===== src/sv/ndc_pkg.sv =====
// ----------------------------------------------------------------------------
// ndc_pkg: shared types and constants of the nearest date chooser
// Field widths, reciprocal constants, the month tables and the verdict codes.
// ----------------------------------------------------------------------------
package ndc_pkg;

    localparam int DATE_W   = 27;   // packed YYYYMMDD value
    localparam int YEAR_W   = 14;   // year up to 13421
    localparam int REM_W    = 14;   // MMDD part, below 10000
    localparam int MON_W    = 7;    // month field, 0 to 99
    localparam int DAY_W    = 7;    // day field, 0 to 99
    localparam int Q100_W   = 8;    // year / 100, up to 134
    localparam int DAYNUM_W = 23;   // day count from year 1
    localparam int MOFF_W   = 12;   // month offset, up to 3031

    // Reciprocal for / 10000 of a 27-bit value: exact over the whole range
    localparam int              DIV10K_K_W   = 28;
    localparam int              DIV10K_PROD_W = DATE_W + DIV10K_K_W;
    localparam logic [DIV10K_K_W-1:0] DIV10K_MUL = 28'd219902326;
    localparam int              DIV10K_SHIFT = 41;

    // Reciprocal for / 100 of the 14-bit MMDD part
    localparam int              DIVR_K_W   = 15;
    localparam int              DIVR_PROD_W = REM_W + DIVR_K_W;
    localparam logic [DIVR_K_W-1:0] DIVR_MUL = 15'd10486;
    localparam int              DIVR_SHIFT = 20;

    // Reciprocal for / 100 of a 14-bit year
    localparam int              DIVY_K_W   = 15;
    localparam int              DIVY_PROD_W = YEAR_W + DIVY_K_W;
    localparam logic [DIVY_K_W-1:0] DIVY_MUL = 15'd20972;
    localparam int              DIVY_SHIFT = 21;

    // Pipeline shape
    localparam int LANE_STAGES = 5;
    localparam int CMP_STAGES  = 2;
    localparam int PIPE_DEPTH  = LANE_STAGES + CMP_STAGES;

    typedef enum logic [1:0] {
        VERDICT_EQUAL  = 2'd0,
        VERDICT_FIRST  = 2'd1,
        VERDICT_SECOND = 2'd2
    } verdict_t;

    typedef struct packed {
        logic                ok;
        logic [DAYNUM_W-1:0] day_num;
    } lane_result_t;

    // Days before month m in a common year, months 1 to 13
    localparam logic [MOFF_W-1:0] CUM_DAYS [0:13] = '{
        12'd0,   12'd0,   12'd31,  12'd59,  12'd90,  12'd120, 12'd151,
        12'd181, 12'd212, 12'd243, 12'd273, 12'd304, 12'd334, 12'd365
    };

    // Month offset before the leap day; months past December count 31 days
    function automatic logic [MOFF_W-1:0] month_base(input logic [MON_W-1:0] m);
        logic [MOFF_W-1:0] off;
        if (m == '0) begin
            off = '0;
        end else if (m <= 7'd13) begin
            off = CUM_DAYS[m[3:0]];
        end else begin
            off = 12'd365 + MOFF_W'(m - 7'd13) * 12'd31;
        end
        return off;
    endfunction

    function automatic logic [4:0] month_len(input logic [MON_W-1:0] m, input logic leap);
        logic [4:0] len;
        case (m) inside
            7'd2:                    len = leap ? 5'd29 : 5'd28;
            7'd4, 7'd6, 7'd9, 7'd11: len = 5'd30;
            default:                 len = 5'd31;
        endcase
        return len;
    endfunction

endpackage


===== src/sv/ndc_compare.sv =====
// ----------------------------------------------------------------------------
// ndc_compare: distance compare
// Two stages: absolute distances to the current date, then the verdict.
// ----------------------------------------------------------------------------
module ndc_compare (
    input  logic                              aclk,
    input  logic [ndc_pkg::CMP_STAGES-1:0]    stage_en,
    input  ndc_pkg::lane_result_t             cur,
    input  ndc_pkg::lane_result_t             fst,
    input  ndc_pkg::lane_result_t             snd,
    output logic                              current_ok,
    output logic                              first_ok,
    output logic                              second_ok,
    output ndc_pkg::verdict_t                 verdict
);
    import ndc_pkg::*;

    logic [DAYNUM_W-1:0] dist1_reg;
    logic [DAYNUM_W-1:0] dist2_reg;
    logic [2:0]          ok6_reg;
    logic [2:0]          ok7_reg;
    verdict_t            verdict_reg;

    logic [DAYNUM_W-1:0] dist1;
    logic [DAYNUM_W-1:0] dist2;
    verdict_t            verdict_next;

    assign dist1 = (fst.day_num >= cur.day_num) ? fst.day_num - cur.day_num
                                                : cur.day_num - fst.day_num;
    assign dist2 = (snd.day_num >= cur.day_num) ? snd.day_num - cur.day_num
                                                : cur.day_num - snd.day_num;

    always_comb begin
        if (dist1_reg == dist2_reg) begin
            verdict_next = VERDICT_EQUAL;
        end else if (dist1_reg < dist2_reg) begin
            verdict_next = VERDICT_FIRST;
        end else begin
            verdict_next = VERDICT_SECOND;
        end
    end

    always_ff @(posedge aclk) begin
        if (stage_en[0]) begin
            dist1_reg <= dist1;
            dist2_reg <= dist2;
            ok6_reg   <= {cur.ok, fst.ok, snd.ok};
        end
        if (stage_en[1]) begin
            ok7_reg     <= ok6_reg;
            verdict_reg <= verdict_next;
        end
    end

    assign current_ok = ok7_reg[2];
    assign first_ok   = ok7_reg[1];
    assign second_ok  = ok7_reg[0];
    assign verdict    = verdict_reg;

endmodule


===== config.mk =====
export PLATFORM = sky130hd
export DESIGN_NAME = ndc_compare
export DESIGN_NICKNAME = d
export VERILOG_FILES = /design/src/sv/ndc_pkg.sv /design/src/sv/ndc_compare.sv
export SDC_FILE = /design/constraint.sdc
export NUM_CORES = 1
export LEC_CHECK = 0
export ABC_AREA = 1
export BUFFER_PORTS_ARGS = -buffer_cell sky130_fd_sc_hd__buf_2
export CORE_UTILIZATION = 60
export DETAILED_ROUTE_END_ITERATION = 7
export PLACE_DENSITY = 0.78
export SYNTH_ARGS = -nofsm -noshare
export SYNTH_HDL_FRONTEND = slang
export SYNTH_SLANG_ARGS = --single-unit

===== constraint.sdc =====
create_clock -name aclk -period 2.6 [get_ports aclk]
set_input_delay 0.13 -clock aclk [delete_from_list [all_inputs] [get_ports aclk]]
set_output_delay 0.13 -clock aclk [all_outputs]
set_load 0.05 [all_outputs]

Word-level counts from Yosys, hierarchy flattened
Cells that the tools add are included.
{"block": "totals", "regBits": 54, "in_bits": 75, "output_inout_bits": 5, "wordCells": 16}
{"block": "op_classes", "add_sub_neg": 4, "n_lt_le_gt_ge": 3, "eq_ne": 1, "n_mux": 3}
{"op": "$sub A23 B23 Y23", "count": 4}
{"op": "$ge A23 B23 Y1", "count": 2}
{"op": "$mux W23", "count": 2}
{"op": "$eq A23 B23 Y1", "count": 1}
{"op": "$lt A23 B23 Y1", "count": 1}
{"op": "$mux W2", "count": 1}

Longest topological paths before layout
Gate-level depths: netlist of run 1.
{"block": "depth", "word_depth": 2, "depth_mapped": 15, "depth_no_buf": 14}

Least setup slack after synthesis of run 1
No wires, ideal clock.
{"block": "synth_timing", "kind": "register to register", "startpoint": "register dist1_reg[22]", "endpoint": "register verdict_reg[0] (netlist: verdict[0]) (data pin)", "setup_time_ns": 0.261, "arrival_time_ns": 1.577, "t_required_ns": 2.339, "path_slack_ns": 0.762, "stages_incl_launch_ff": 7, "n_path_buf": 0, "synth_period_minus_slack_ns": 1.838, "path_cell_list": "edfxtp_1 ha_1 nand4_1 or2_2 or2_2 o21ai_0 nor3_1"}
{"block": "synth_via", "elab_chain_len": 2, "word_cells_on_any_way": 3}
{"element": "start, declared", "line_no": "ndc_compare.sv:18", "text": "logic [DAYNUM_W-1:0] dist1_reg;"}
{"element": "start signal, assigned", "line_no": "ndc_compare.sv:45", "text": "dist1_reg <= dist1;"}
{"element": "$lt A23 B23 Y1", "line_no": "ndc_compare.sv:36", "text": "end else if (dist1_reg < dist2_reg) begin"}
{"element": "$mux W2", "line_no": "ndc_compare.sv:36"}
{"element": "end signal, assigned", "line_no": "ndc_compare.sv:51", "text": "verdict_reg <= verdict_next;"}
{"element": "end, declared", "line_no": "ndc_compare.sv:22", "text": "verdict_t verdict_reg;"}
Parallel ways exist; a longest one is shown, timed or not.
A chain may end at the register's enable or synchronous reset.

Worst setup path after layout of run 1
{"block": "layout_timing", "startpoint": "register dist2_reg[22]", "endpoint": "register verdict_reg[0] (netlist: verdict[0]) (data pin)"}
{"block": "layout_via", "elab_chain_len": 2, "word_cells_on_any_way": 3}
{"element": "start, declared", "line_no": "ndc_compare.sv:19", "text": "logic [DAYNUM_W-1:0] dist2_reg;"}
{"element": "start signal, assigned", "line_no": "ndc_compare.sv:46", "text": "dist2_reg <= dist2;"}
{"element": "$lt A23 B23 Y1", "line_no": "ndc_compare.sv:36"}
{"element": "$mux W2", "line_no": "ndc_compare.sv:36"}
Parallel ways exist; a longest one is shown, timed or not.

==> flow_metrics.env, run 1 <==
export IMPL_status="finished, final reports clean"
export IMPL_fmax_mhz=452
export IMPL_htreeDepth=2
export IMPL_critPathMaxFanout=3
export IMPL_grt_antenna_before_repair=0
export IMPL_cp_start_kind="flop"
export IMPL_yosysWarnings=0
export IMPL_p_int_w=0.00235
export IMPL_vias=9391
export IMPL_antenna_left=0
export IMPL_clk_insertion_delay_late_ps=320
export IMPL_setup_viol_count_final=0
export IMPL_vias_per_cell=5.15
export IMPL_gp_congestion=0.990
export IMPL_clockRootBuffer="clkbuf_16"
export IMPL_crit_type="flop to flop"
export IMPL_die_w_um=126
export IMPL_dpl_hpwl_mm=24.1
export IMPL_grt_overflow=0
export IMPL_fill_cells=1441
export IMPL_end_kind="flop"
export IMPL_yosysTopAreaCellShare_pct=27.1
export IMPL_nets=1831
export IMPL_die_h_um=126
export IMPL_p_comb_share_pct=50.5
export IMPL_ioPinCount=80
export IMPL_rsz0062_at_grt="no"
export IMPL_async_flop_share_pct=0
export IMPL_yosysMostFrequentCell="nand2_1"
export IMPL_drc=0
export IMPL_worst_pin_slew_ps=645
export IMPL_cp_arrival_ps=2270
export IMPL_synth_common_cells="nand2_1, inv_1, ha_1"
export IMPL_netlist_area_um2=9200
export IMPL_postLayoutCellArea_um2=9850
export IMPL_grt_max_degree=31
export IMPL_cts_buffers=5
export IMPL_synthTopCellsByArea="nand2_1, edfxtp_1, ha_1"
export IMPL_period_minus_slack_ps=2210
export IMPL_wl_per_cell_um=15.4
export IMPL_drt_total_wl_mm=28.1
export IMPL_p_per_area_nw_per_um2=423
export IMPL_max_slew_margin_pct=57.0
export IMPL_seqCellArea_um2=1620
export IMPL_placed_cell_area_um2=9660
export IMPL_start_util_pct=62.4
export IMPL_synth_edff_count=54
export IMPL_grt_use_total_pct=36.3
export IMPL_switchingPower_w=0.00182
export IMPL_dr_pass1_iters=5
export IMPL_drive_gt1_share_pct=8.72
export IMPL_syn_area_per_cell_um2=5.82
export IMPL_grt_pass1_wl_mm=44.4
export IMPL_fin_tns_setup_ps=0
export IMPL_row_count=44
export IMPL_p_seq_share_pct=29.9
export IMPL_n_antenna_cell=0
export IMPL_clockBufferDepth=2
export IMPL_switching_share_pct=43.6
export IMPL_multi_input_area_um2=6040
export IMPL_grt_pass1_vias=8924
export IMPL_clock_sinks=54
export IMPL_area_delta_synth_final_pct=6.99
export IMPL_drv_cap=0
export IMPL_finClkSkew_ps=9.01
export IMPL_critical_path_required_ps=2650
export IMPL_synth_fp_nets=1774
export IMPL_die_area_um2=15800
export IMPL_yosysUniqueCellTypes=34
export IMPL_drtIter0Drc=764
export IMPL_ir_drop_mv=0.269
export IMPL_synth_top_area_cell="nand2_1"
export IMPL_drv_slew=0
export IMPL_hp_class="input port to flop"
export IMPL_synth_main_ff_cell="edfxtp_1"
export IMPL_clkTransAtPathRegs_ps=80
export IMPL_period_share_pct=85.1
export IMPL_core_um2=14800
export IMPL_io_buffers=79
export IMPL_cts_tree="built"
export IMPL_ys_ff_latch=54
export IMPL_synth_seq_area_share_pct=17.6
export IMPL_netlist_instances=1582
export IMPL_p_clk_share_pct=19.6
export IMPL_hold_viol=0
export IMPL_p_leak_nw=6.12
==> path summary, 6_finish.rpt <==
path | depth (start not counted) | from | endpoint | slack, ps
worst max-delay path | 7 | dist2_reg[22] | verdict[0] | 390
worst min-delay path | 1 | fst[23] | ok6_reg[1] | 5
worst max register to register | 7 | dist2_reg[22] | verdict[0] | 390
worst min register to register | 0 | ok6_reg[2] | ok7_reg[2] | 420
==> area by class of cell <==
cell class                 instances  share of cell area, %
tap                              184                   2.34
multi-input combinational       1141                   61.3
sequential                        54                   16.5
clock inverter                     3                  0.483
clock buffer                       5                   1.27
timing repair buffer              83                   4.60
inverter                         354                   13.5
==> power by group through the flow <==
stage | Combinational [W] | Clock [W] | Sequential [W]
after floorplan | 0.00148 | 0 | 0.00125
after global placement | 0.00203 | 0 | 0.00126
after detailed placement | 0.00206 | 0 | 0.00126
after CTS | 0.00207 | 0.000828 | 0.00124
after global routing | 0.00236 | 0.000851 | 0.00125
final | 0.00210 | 0.000816 | 0.00124
==> routing by layer <==
metal	vias up	track usage (%)	wire length (um)
li1	4843	-	-
met1	4129	45.2	12100
met2	363	63.8	13200
met3	56	4.76	1860
met4	0	14.3	909
met5	-	0	0
==> stage by stage <==
stage                     util, %  hold slack (ps)  cells  setup slack (ps)  total power (W)
final                        66.7             4.97   1824               386          0.00416
after floorplan                 -              229   1582               762          0.00273
after global placement       65.5              307   1815               236          0.00328
after detailed placement     65.5              308   1815               208          0.00332
after global routing         66.7            0.867   1824               231          0.00446
after CTS                    66.7             4.59   1824               350          0.00414
==> placed cells by master, fill, tap and decap left out, types with 2 or more instances in the layout <==
cell type,netlist,routed
a21oi_1,46,46
buf_12,0,2
buf_2,11,79
clkbuf_16,0,5
edfxtp_1,54,54
fa_1,4,4
ha_1,113,113
inv_1,343,343
inv_2,10,10
nand2_1,665,665
nand2_2,19,19
nand3_1,80,80
nand3b_1,2,2
nand4_1,26,26
nor2_1,81,81
nor2_2,11,11
nor2_4,3,3
nor3_1,3,3
o21ai_0,9,9
o21ai_1,16,16
or2_2,4,4
xnor2_1,16,16
xor2_1,34,34
==> critical path, stage by stage (launching register included) <==
cell      delay (ps)
edfxtp_1         420
inv_1             90
ha_1             320
nand4_1          160
or2_2            350
or2_2            290
o21ai_0          230
nor3_1           100
==> timing repair <==
item | in CTS | in global routing
hold buffers | 1 | 0
resized for setup | 0 | 0
setup buffers | 0 | 0
hold endpoints to repair | 1 | 0
==> cell families after synthesis <==
| family | share of synthesized area, % |
|---|---|
| XOR/XNOR | 4.76 |
| flip-flops | 17.6 |
| adder cells (fa/ha/maj) | 16.2 |
| AND/OR/NAND/NOR | 40.4 |
| AO/OA/AOI/OAI | 4.28 |
| buffers and inverters | 16.7 |
Note: power is estimated with default switching activity, not from simulation.
==> run 2: changes to the inputs <==
Settings changed: CORE_MARGIN set to 2.
Clock period 2.6 ns to 2.3 ns, I/O delays scaled along.
==> flow_metrics.env, run 2 (synthesis results as in run 1) <==
export IMPL_ioPinCount=80
export IMPL_r2r_end="verdict[0]"
export IMPL_clockBufferDepth=2
export IMPL_drive_gt1_share_pct=10.4
export IMPL_status="finished, final reports clean"
export IMPL_rsz0062_at_grt="no"
export IMPL_grt_pass1_wl_mm=45.2
export IMPL_drc=0
export IMPL_fmax_mhz=475
export IMPL_dpl_hpwl_mm=25.1
export IMPL_finClkSkew_ps=7.39
export IMPL_fin_hold_ws_ps=109
export IMPL_ir_drop_mv=0.347
export IMPL_layout_commonest_cell="nand2_1"
export IMPL_grt_pass1_vias=9237
export IMPL_grt_overflow=0
export IMPL_grt_max_degree=31
export IMPL_drtIter0Drc=782
export IMPL_p_leak_nw=6.29
export IMPL_area_delta_synth_final_pct=10.1
export IMPL_whs_path_depth=1
export IMPL_worst_r2r_path_depth=9
export IMPL_htreeDepth=2
export IMPL_r2r_setup_slack_ps=190
export IMPL_critPathMaxFanout=2
export IMPL_clockRootBuffer="clkbuf_16"
export IMPL_io_buffers=79
export IMPL_setup_viol_count_final=0
export IMPL_end_kind="flop"
export IMPL_instances_no_fill=1862
export IMPL_core_um2=15100
export IMPL_clkTransAtPathRegs_ps=70
export IMPL_max_slew_margin_pct=60.5
export IMPL_grt_use_total_pct=35.8
export IMPL_cts_tree="built"
export IMPL_clock_sinks=54
export IMPL_row_count=45
export IMPL_worst_pin_slew_ps=593
export IMPL_hp_class="input port to flop"
export IMPL_min_from="stage_en[1]"
export IMPL_cp_arrival_ps=2150
export IMPL_crit_type="flop to flop"
export IMPL_clk_insertion_delay_late_ps=300
export IMPL_gp_congestion=1.02
export IMPL_drv_cap=0
export IMPL_cp_start_kind="flop"
export IMPL_p_per_area_nw_per_um2=469
export IMPL_multi_input_area_um2=6040
export IMPL_drt_total_wl_mm=28.8
export IMPL_worstHoldEndpoint="ok7_reg[0]"
export IMPL_wl_per_cell_um=15.5
export IMPL_seqCellArea_um2=1620
export IMPL_die_h_um=128
export IMPL_r2r_start="dist2_reg[18]"
export IMPL_period_minus_slack_ps=2110
export IMPL_hold_viol=0
export IMPL_final_cell_mix="nand2_1, inv_1, ha_1"
export IMPL_period_share_pct=91.5
export IMPL_die_w_um=128
export IMPL_dr_pass1_iters=6
export IMPL_vias_per_cell=5.20
export IMPL_start_util_pct=61.0
export IMPL_grt_antenna_before_repair=0
export IMPL_antenna_left=0
export IMPL_n_antenna_cell=0
export IMPL_fin_tns_setup_ps=0
export IMPL_vias=9678
export IMPL_drv_slew=0
export IMPL_dpl_cell_count=1852
export IMPL_die_area_um2=16300
export IMPL_nets=1866
export IMPL_cts_buffers=5
export IMPL_fill_cells=1495
export IMPL_critical_path_required_ps=2340
run 2: worst max-delay path by stage:
stage	depth (start not counted)	endpoint	start
finish	9	verdict[0]	dist2_reg[18]
global route	9	verdict[0]	dist2_reg[18]
CTS	7	verdict[0]	dist2_reg[20]
detailed placement	13	dist2_reg[7]	cur[2]
global placement	12	dist1_reg[18]	cur[9]
floorplan	6	verdict[0]	dist1_reg[22]
run 2: what timing repair did:
action,4_1_cts,5_1_grt
buffers inserted,0,0
hold buffers,3,0
gates resized for setup,0,0
endpoints found under the hold margin,3,0
run 2: per-layer routing:
metal	vias to the layer above	track usage, %	routed length (um)
li1	4917	-	-
met1	4325	44.0	12000
met2	358	63.3	13800
met3	78	4.22	1750
met4	0	15.5	1290
met5	-	0	0
run 2: where the power goes:
group	switching (W)	internal, W
clock	0.000357	0.000505
combinational	0.00160	0.000893
sequential	0.0000860	0.00131
run 2: final cells by class:
cell class                 count  share of cell area, %
inverter                     354                   13.1
clock buffer                   5                   1.24
tap                          188                   2.32
multi-input combinational   1141                   59.6
timing repair buffer         118                   7.36
sequential                    54                   16.0
clock inverter                 2                  0.333
run 2: stage by stage:
| stage | util [%] | total power [W] | area, um2 | worst slack [ps] |
|---|---|---|---|---|
| after global routing | 67.1 | 0.00510 | 10100 | 95.5 |
| final | 67.1 | 0.00475 | 10100 | 195 |
| after CTS | 67.1 | 0.00472 | 10100 | 197 |
| after global placement | 65.9 | 0.00380 | 9940 | 76.6 |
| after detailed placement | 65.9 | 0.00385 | 9940 | 75.2 |
| after floorplan | - | 0.00309 | 9200 | 462 |
run 2: critical path, cell delays in order, from the launching register on:
cell and delay, ps:
edfxtp_1 380, inv_1 100, ha_1 310, nand2_1 70, inv_1 60, nand3_1 50
or2_2 290, or2_2 280, o21ai_0 210, nor3_1 90
