$ cat config.mk
export PLATFORM = sky130hd
export DESIGN_NAME = ndc_date_lane
export DESIGN_NICKNAME = d
export VERILOG_FILES = /design/src/sv/ndc_pkg.sv /design/src/sv/ndc_date_lane.sv
export SDC_FILE = /design/constraint.sdc
export NUM_CORES = 2
export LEC_CHECK = 0
export BUFFER_PORTS_ARGS = -buffer_cell sky130_fd_sc_hd__buf_2
export CAP_MARGIN = 40
export CORE_MARGIN = 1
export CORE_UTILIZATION = 60
export DETAILED_ROUTE_END_ITERATION = 16
export PLACE_DENSITY = 0.8
export SETUP_SLACK_MARGIN = 0.15
export SLEW_MARGIN = 20
export SYNTH_ARGS = -nofsm -noshare
export SYNTH_HDL_FRONTEND = slang
export SYNTH_SLANG_ARGS = --single-unit
$ cat constraint.sdc
create_clock -name aclk -period 23.2 [get_ports aclk]
set_input_delay 1.16 -clock aclk [delete_from_list [all_inputs] [get_ports aclk]]
set_output_delay 1.16 -clock aclk [all_outputs]
set_load 0.01 [all_outputs]
$ cat src/sv/ndc_pkg.sv
// ----------------------------------------------------------------------------
// ndc_pkg: shared types and constants of the nearest date chooser
// Field widths, reciprocal constants, the month tables and the verdict codes.
// ----------------------------------------------------------------------------
package ndc_pkg;

    localparam int DATE_W   = 27;   // packed YYYYMMDD value
    localparam int YEAR_W   = 14;   // year up to 13421
    localparam int REM_W    = 14;   // MMDD part, below 10000
    localparam int MON_W    = 7;    // month field, 0 to 99
    localparam int DAY_W    = 7;    // day field, 0 to 99
    localparam int Q100_W   = 8;    // year / 100, up to 134
    localparam int DAYNUM_W = 23;   // day count from year 1
    localparam int MOFF_W   = 12;   // month offset, up to 3031

    // Reciprocal for / 10000 of a 27-bit value: exact over the whole range
    localparam int              DIV10K_K_W   = 28;
    localparam int              DIV10K_PROD_W = DATE_W + DIV10K_K_W;
    localparam logic [DIV10K_K_W-1:0] DIV10K_MUL = 28'd219902326;
    localparam int              DIV10K_SHIFT = 41;

    // Reciprocal for / 100 of the 14-bit MMDD part
    localparam int              DIVR_K_W   = 15;
    localparam int              DIVR_PROD_W = REM_W + DIVR_K_W;
    localparam logic [DIVR_K_W-1:0] DIVR_MUL = 15'd10486;
    localparam int              DIVR_SHIFT = 20;

    // Reciprocal for / 100 of a 14-bit year
    localparam int              DIVY_K_W   = 15;
    localparam int              DIVY_PROD_W = YEAR_W + DIVY_K_W;
    localparam logic [DIVY_K_W-1:0] DIVY_MUL = 15'd20972;
    localparam int              DIVY_SHIFT = 21;

    // Pipeline shape
    localparam int LANE_STAGES = 5;
    localparam int CMP_STAGES  = 2;
    localparam int PIPE_DEPTH  = LANE_STAGES + CMP_STAGES;

    typedef enum logic [1:0] {
        VERDICT_EQUAL  = 2'd0,
        VERDICT_FIRST  = 2'd1,
        VERDICT_SECOND = 2'd2
    } verdict_t;

    typedef struct packed {
        logic                ok;
        logic [DAYNUM_W-1:0] day_num;
    } lane_result_t;

    // Days before month m in a common year, months 1 to 13
    localparam logic [MOFF_W-1:0] CUM_DAYS [0:13] = '{
        12'd0,   12'd0,   12'd31,  12'd59,  12'd90,  12'd120, 12'd151,
        12'd181, 12'd212, 12'd243, 12'd273, 12'd304, 12'd334, 12'd365
    };

    // Month offset before the leap day; months past December count 31 days
    function automatic logic [MOFF_W-1:0] month_base(input logic [MON_W-1:0] m);
        logic [MOFF_W-1:0] off;
        if (m == '0) begin
            off = '0;
        end else if (m <= 7'd13) begin
            off = CUM_DAYS[m[3:0]];
        end else begin
            off = 12'd365 + MOFF_W'(m - 7'd13) * 12'd31;
        end
        return off;
    endfunction

    function automatic logic [4:0] month_len(input logic [MON_W-1:0] m, input logic leap);
        logic [4:0] len;
        case (m) inside
            7'd2:                    len = leap ? 5'd29 : 5'd28;
            7'd4, 7'd6, 7'd9, 7'd11: len = 5'd30;
            default:                 len = 5'd31;
        endcase
        return len;
    endfunction

endpackage

$ cat src/sv/ndc_date_lane.sv
// ----------------------------------------------------------------------------
// ndc_date_lane: date check and day count
// Five-stage pipe: split YYYYMMDD by reciprocal multiplies, derive the leap
// flag, sum year, month and day parts and check the calendar fields.
// ----------------------------------------------------------------------------
module ndc_date_lane (
    input  logic                                 aclk,
    input  logic [ndc_pkg::LANE_STAGES-1:0]      stage_en,
    input  logic [ndc_pkg::DATE_W-1:0]           date_in,
    output ndc_pkg::lane_result_t                result
);
    import ndc_pkg::*;

    // stage 1
    logic [DATE_W-1:0]        date1_reg;
    logic [DIV10K_PROD_W-1:0] prod1_reg;
    // stage 2
    logic [YEAR_W-1:0]        year2_reg;
    logic [REM_W-1:0]         rem2_reg;
    // stage 3
    logic [YEAR_W-1:0]        year3_reg;
    logic [YEAR_W-1:0]        prev3_reg;
    logic [REM_W-1:0]         rem3_reg;
    logic [MON_W-1:0]         mon3_reg;
    logic [Q100_W-1:0]        qy3_reg;
    logic [Q100_W-1:0]        qp3_reg;
    // stage 4
    logic                     ynz4_reg;
    logic                     leap4_reg;
    logic [MON_W-1:0]         mon4_reg;
    logic [DAY_W-1:0]         day4_reg;
    logic [DAYNUM_W-1:0]      ydays4_reg;
    // stage 5
    lane_result_t             res5_reg;

    logic [DATE_W-1:0]        rem2_full;
    logic [DIVR_PROD_W-1:0]   mon_prod;
    logic [DIVY_PROD_W-1:0]   qy_prod;
    logic [DIVY_PROD_W-1:0]   qp_prod;
    logic [YEAR_W-1:0]        prev_year;
    logic [REM_W-1:0]         day_full;
    logic                     hundred;
    logic                     leap;
    logic [DAYNUM_W-1:0]      ydays;
    logic [MOFF_W-1:0]        moff;
    logic                     ok;

    // Stage 2: remainder after the year
    assign rem2_full = date1_reg
                     - DATE_W'(prod1_reg[DIV10K_PROD_W-1:DIV10K_SHIFT]) * DATE_W'(10000);

    // Stage 3: month, and year / 100 for both the year and the year before
    assign prev_year = year2_reg - YEAR_W'(1);
    assign mon_prod  = DIVR_PROD_W'(rem2_reg) * DIVR_PROD_W'(DIVR_MUL);
    assign qy_prod   = DIVY_PROD_W'(year2_reg) * DIVY_PROD_W'(DIVY_MUL);
    assign qp_prod   = DIVY_PROD_W'(prev_year) * DIVY_PROD_W'(DIVY_MUL);

    // Stage 4: day, leap flag, days of all earlier years
    assign day_full = rem3_reg - REM_W'(mon3_reg) * REM_W'(100);
    assign hundred  = (year3_reg == YEAR_W'(YEAR_W'(qy3_reg) * YEAR_W'(100)));
    assign leap     = ((year3_reg[1:0] == 2'b00) && !hundred)
                   || (hundred && (qy3_reg[1:0] == 2'b00));
    assign ydays    = DAYNUM_W'(prev3_reg) * DAYNUM_W'(365)
                    + DAYNUM_W'(prev3_reg >> 2)
                    - DAYNUM_W'(qp3_reg)
                    + DAYNUM_W'(qp3_reg >> 2);

    // Stage 5: month offset and calendar check
    assign moff = month_base(mon4_reg)
                + MOFF_W'((mon4_reg > 7'd2) && leap4_reg);
    assign ok   = ynz4_reg && (mon4_reg >= 7'd1) && (mon4_reg <= 7'd12)
               && (day4_reg >= 7'd1)
               && (day4_reg <= DAY_W'(month_len(mon4_reg, leap4_reg)));

    always_ff @(posedge aclk) begin
        if (stage_en[0]) begin
            date1_reg <= date_in;
            prod1_reg <= DIV10K_PROD_W'(date_in) * DIV10K_PROD_W'(DIV10K_MUL);
        end
        if (stage_en[1]) begin
            year2_reg <= prod1_reg[DIV10K_PROD_W-1:DIV10K_SHIFT];
            rem2_reg  <= rem2_full[REM_W-1:0];
        end
        if (stage_en[2]) begin
            year3_reg <= year2_reg;
            prev3_reg <= prev_year;
            rem3_reg  <= rem2_reg;
            mon3_reg  <= mon_prod[DIVR_SHIFT+MON_W-1:DIVR_SHIFT];
            qy3_reg   <= qy_prod[DIVY_SHIFT+Q100_W-1:DIVY_SHIFT];
            qp3_reg   <= qp_prod[DIVY_SHIFT+Q100_W-1:DIVY_SHIFT];
        end
        if (stage_en[3]) begin
            ynz4_reg   <= (year3_reg != '0);
            leap4_reg  <= leap;
            mon4_reg   <= mon3_reg;
            day4_reg   <= day_full[DAY_W-1:0];
            // year zero adds no earlier years
            ydays4_reg <= (year3_reg != '0) ? ydays : '0;
        end
        if (stage_en[4]) begin
            res5_reg.ok      <= ok;
            res5_reg.day_num <= ydays4_reg + DAYNUM_W'(moff) + DAYNUM_W'(day4_reg);
        end
    end

    assign result = res5_reg;

endmodule

**Yosys cells after proc, flatten, opt, wreduce, memory -nomap -nowiden**

Memory sizes are Yosys's and may differ from the RTL's.
Cells that the tools add are included.

- Add/subtract/negate cells: 11
- $mul: 9
- Divide/modulo/power cells: 0
- Magnitude comparators: 7
- Equal/unequal tests: 6
- Shift-type cells: 0
- Multiplexer cells: 7
- Bitwise logic cells: 1
- Reductions and logical operators: 14

Operators with widths:

| kind | number |
|---|---|
| $mul 14x13->27 const B | 2 |
| $mul 27x27->54 const B | 1 |
| $mux 12 | 4 |
| $add 23x12->23 | 2 |
| $mul 14x13->26 const B | 1 |
| $add 23x6->23 | 1 |
| $add 23x7->23 | 1 |
| $mul 14x9->23 const B | 1 |
| $sub 23x8->23 | 1 |
| $eq 14x14->1 | 1 |
| $eq 7x3->1 const B | 2 |
| $eq 7x4->1 const B | 2 |
| $ge 7x1->1 const B | 2 |
| $le 7x4->1 const B | 2 |
| $mul 14x10->10 const B | 1 |
| $reduce_bool 14->1 | 1 |
| $sub 14x1->14 const B | 1 |
| $sub 14x14->14 | 1 |
| $add 12x1->12 | 1 |
| $add 9x12->12 const A | 1 |
| $mul 8x5->12 const B | 1 |
| $mul 8x6->12 const B | 1 |
| $sub 7x4->8 const B | 1 |
| $eq 7x2->1 const B | 1 |
| 14 further kinds | 22 |

- Bits in registers: 217
- Latch bits: 0
- Bits in writable memories: 0
- Bits in read-only memories: 192
- Output and inout bits: 24
- Memories kept: 1

Memory list:

| name | words | bits a word | rd ports | clocked after Yosys merged registers in | wr ports | line | RTL |
|---|---|---|---|---|---|---|---|
| (no name shown) | 16 | 12 | 1 | 0 | 0 | ndc_pkg.sv:62 | `off = CUM_DAYS[m[3:0]];` |

**Depth between registers and ports, before layout**

- Word-level depth: 9
- Mapped depth: 32
- Gate-level depth less buffers: 29

**Worst setup path before layout**

OpenSTA, ideal clock, no wires.

- Kind: register to register
- Start: register mon4_reg[1]
- End: register res5_reg, in the netlist result[16] (data pin)
- Setup time: 267 ps
- Arrival time: 7001 ps
- Required time: 22933 ps
- Slack: 15932 ps
- Cell stages (with the launch flop): 29
- Path buffers: 2
- Period minus slack after synthesis: 7268 ps
- Cell sequence: edfxtp_1 > inv_1 > ha_1 > clkbuf_1 > nor2_1 > xnor2_1 > fa_1 > fa_1 > fa_1 > inv_1 > fa_1 > inv_1 > ha_1 > inv_1 > or3_1 > mux2i_1 > nor2_1 > nor3_2 > nand4_1 > xor2_1 > ha_1 > ha_1 > clkbuf_1 > nand3_1 > nand2_1 > a41oi_1 > a311o_1 > nor3b_1 > xor2_1

- Cells in the longest elaborated chain, start to end: 9

Ends and longest elaborated chain:

| item | line | RTL |
|---|---|---|
| start: declaration | ndc_date_lane.sv:30 | `logic [MON_W-1:0] mon4_reg;` |
| start signal: assignment | ndc_date_lane.sv:95 | `mon4_reg <= mon3_reg;` |
| parallel branches: the longest is 6 deep, another holds $mul 8x6->12 | n/a |  |
| $add 12x1->12 (*) | ndc_date_lane.sv:70 | `+ MOFF_W'((mon4_reg > 7'd2) && leap4_reg);` |
| $add 23x12->23 (*) | ndc_date_lane.sv:102 | `res5_reg.day_num <= ydays4_reg + DAYNUM_W'(moff) + DAYNUM_W'(day4_reg);` |
| $add 23x7->23 (*) | ndc_date_lane.sv:102 |  |
| end: declaration | ndc_date_lane.sv:34 | `lane_result_t res5_reg;` |

Mark *: on every way between the ends. The select of a mux whose other input is x is not followed.
A chain may end at the register's enable or synchronous reset.

**Worst setup path in the final report**

Ends and elaborated chain as after synthesis.

==> summary.md <==
Critical path start-end classification: register to register. For the half-perimeter wire length after detailed placement, the log shows 67800 µm. The logs give 89 for the number of rows created at floorplan and 36300 µm² for the mapped cell area.

Ranked by total cell area, the synthesized netlist is headed by sky130_fd_sc_hd__fa_1 34%, sky130_fd_sc_hd__ha_1 26%, sky130_fd_sc_hd__edfxtp_1 15%, sky130_fd_sc_hd__inv_1 11%, sky130_fd_sc_hd__xnor2_1 2.8%. Global routing consumed, over all layers together, 26.8% of the routing resources. Measured along the x axis, the die boundary spans 248 µm. Among the stages of the critical path, the cell type that occurs most often is sky130_fd_sc_hd__inv_1.

The count of buffers added on input and output ports is 56. Top-area cell type share of the netlist area: 34.2%. Entering global routing, the biggest net connects 59 pins.

The tools report the number of warnings issued by yosys as 0. The flow ran to the end, and the final reports show no timing, DRC or antenna violations. Counting along the longest clock path gives a buffer depth of 2.

The slowest library cell on the worst path was sky130_fd_sc_hd__edfxtp_1. The final hold violation count is 0, and the number of sinks handled by clock tree synthesis is 177. After the first detailed-routing iteration, the DRC count stood at 1012. Synthesis produced a netlist with a net count of 4778. The class of the most critical hold timing path was register to register. Via count: 22503. The final weighted congestion of routability-driven global placement is 0.969, and the max-slew violation count is 0.

Derived from the worst setup path, the maximum achievable clock frequency is 0.128 GHz. The biggest area contributor in the post-synthesis netlist is sky130_fd_sc_hd__fa_1. TritonCTS built the clock tree. The final routed wirelength across all metal layers was 75900 µm; the portion of the clock cycle consumed by the worst path in the final layout was 33.8%. The via count normalized by instance count is 5.33.

The share of layout cells above drive strength 1 was 3.77%. Headroom to the max-slew limit came out at 47.7%. Averaged over all synthesized cells, the footprint is 10.8 µm².

Remaining antenna violation count: 0. The clock reaches the later pin of the worst-skew pair after 0.47 ns. In the synthesized netlist the async set-or-reset flop fraction comes to 0%.

Number of synthesized register bits: 177. On the critical path the largest part of the delay comes from adder cells. Once layout is complete, the utilization of the core stands at 64.2%. Worst clock skew on the final layout: 0.0140 ns. The tools report the detailed-route DRC error count as 0. The number of clock buffers added by TritonCTS is 17. The dominant register cell in the synthesized netlist is sky130_fd_sc_hd__edfxtp_1.

The boundary pin count was 57. The critical path startpoint category was a register. The area added between synthesis and finish came out at 5.06%. The H-tree was split into 4 levels. Routed wire length per instance: 18.0 µm. At the pin with the least slew margin, the transition time is 0.779 ns. The flip-flop count of the largest register after layout is 24.

Of all nets on the critical path, the largest fanout is 10. The count of different cell masters after synthesis came out at 78. The critical path capture point type is a register. After global routing the overflow that remains totals 0.

In the final timing run, aggregate negative setup slack is 0 ns. The initial antenna violation count is 0, and the setup-violating endpoint count in the final report is 0. The number of global-route vias before repair came out at 24794.

The first global-routing pass estimated 126000 µm of wire. The number of synthesized flops with an enable pin works out to 177. The tree is rooted in a sky130_fd_sc_hd__clkbuf_16.

The post-synthesis instance total is 3361, and the die footprint is 61500 µm². After clock tree synthesis, the clock-pin slew on the worst setup and hold paths is 0.07 ns. The number of antenna diodes in the final layout is 0.

The critical path required time is 23.40 ns. The data arrival time at the worst-slack endpoint was 8.04 ns. Setup repair after global routing left no endpoint under its margin. The largest incremental delay on the critical path came out at 0.55 ns. The share of the Yosys chip area taken by registers is 14.7%. For this run, the detailed router's first-pass iteration total came to 5. The number of buffers added to fix hold violations after cts was 0. The die span in y works out to 248 µm. Across the run, the number of max-cap violations was 0. The total buffers and inverters traversed by the critical path is 5. After synthesis, the most frequently instantiated cells are 1019 x sky130_fd_sc_hd__inv_1, 764 x sky130_fd_sc_hd__ha_1, 620 x sky130_fd_sc_hd__fa_1.

The core region area came out at 59400 µm². Once the clock tree was built, the resizer swapped 0 gates to a different size. Once the floorplan was initialized, standard cells occupied 61.1% of the core.

The cell with the most instances after synthesis is sky130_fd_sc_hd__inv_1. The final-stage net count was 4852. Subtracting the final worst setup slack from the clock period gives 7.84 ns. In this run the post-CTS setup repair buffer count came out at 0.
[final timing paths]
kind,slack [ns],cells past startpoint,to,start
min reg2reg,0.42,0,mon4_reg[5],mon3_reg[5]
min,0.42,0,mon4_reg[5],mon3_reg[5]
max,15.36,28,result[16],mon4_reg[1]
max reg2reg,15.36,28,result[16],mon4_reg[1]
[cells by family (layout without fill, tap and decap cells)]
| logic type | count (synthesis) | count (layout) | share of synthesized area (%) |
|---|---|---|---|
| muxes | 7 | 7 | 0.193 |
| AOI/OAI and AO/OA | 277 | 277 | 5.33 |
| adders and majority gates | 1384 | 1384 | 60.6 |
| and+or+nand+nor | 315 | 315 | 4.44 |
| xor gates and xnor gates | 170 | 170 | 4.12 |
| buffers and inverters | 1031 | 1118 | 10.7 |
| DFF | 177 | 177 | 14.7 |
[cells in the final DEF (no fill, tap or decap), types with 8 or more instances in the layout]
| cell type | n |
|---|---|
| sky130_fd_sc_hd__nand4_1 | 15 |
| sky130_fd_sc_hd__buf_2 | 58 |
| sky130_fd_sc_hd__clkbuf_16 | 17 |
| sky130_fd_sc_hd__fa_1 | 620 |
| sky130_fd_sc_hd__o21ai_0 | 38 |
| sky130_fd_sc_hd__xor2_1 | 53 |
| sky130_fd_sc_hd__a211oi_1 | 13 |
| sky130_fd_sc_hd__nor3_1 | 31 |
| sky130_fd_sc_hd__nor2b_1 | 26 |
| sky130_fd_sc_hd__a21o_1 | 39 |
| sky130_fd_sc_hd__o21bai_1 | 8 |
| sky130_fd_sc_hd__inv_1 | 1019 |
| sky130_fd_sc_hd__edfxtp_1 | 177 |
| sky130_fd_sc_hd__and3_1 | 12 |
| sky130_fd_sc_hd__a21oi_1 | 82 |
| sky130_fd_sc_hd__nand3_1 | 31 |
| sky130_fd_sc_hd__o21a_1 | 15 |
| sky130_fd_sc_hd__o211ai_1 | 10 |
| sky130_fd_sc_hd__nor2_1 | 73 |
| sky130_fd_sc_hd__nand2b_1 | 11 |
| sky130_fd_sc_hd__ha_1 | 764 |
| sky130_fd_sc_hd__xnor2_1 | 116 |
| sky130_fd_sc_hd__nand2_1 | 73 |
[layout make-up]
class / count / area (µm²)
Sequential cell: 177 / 5320
Clock inverter: 15 / 131
Inverter: 1019 / 3820
Clock buffer: 17 / 425
Timing Repair Buffer: 67 / 370
Tap cell: 773 / 967
Multi-Input combinational cell: 2153 / 27100
Fill cell: 4591 / 21200
[layer usage]
metal | part of all wire, % | global-route usage [%] | vias up | routed length (µm)
li1 | - | - | 10690 | -
met1 | 41 | 32.8 | 11217 | 31100
met2 | 52 | 49.0 | 476 | 39600
met3 | 3.7 | 2.85 | 120 | 2830
met4 | 3.2 | 8.61 | 0 | 2420
met5 | 0 | 0 | - | 0
[metrics by stage]
| step | hold WS, ns | instance area [µm²] | std cells | worst slack (ns) |
|---|---|---|---|---|
| 2_1_floorplan | 0.400 | 36300 | 3361 | 15.93 |
| 3_3_place_gp | 0.404 | 37500 | 4182 | 15.59 |
| 3_5_place_dp | 0.409 | 37500 | 4186 | 15.38 |
| 4_1_cts | 0.425 | 38100 | 4218 | 15.34 |
| 5_1_grt | 0.441 | 38100 | 4221 | 14.74 |
| 6_report | 0.424 | 38100 | 4221 | 15.36 |
Power is not shown: default switching activity piles up to over one toggle a cycle in this logic, so the estimate is an artifact.
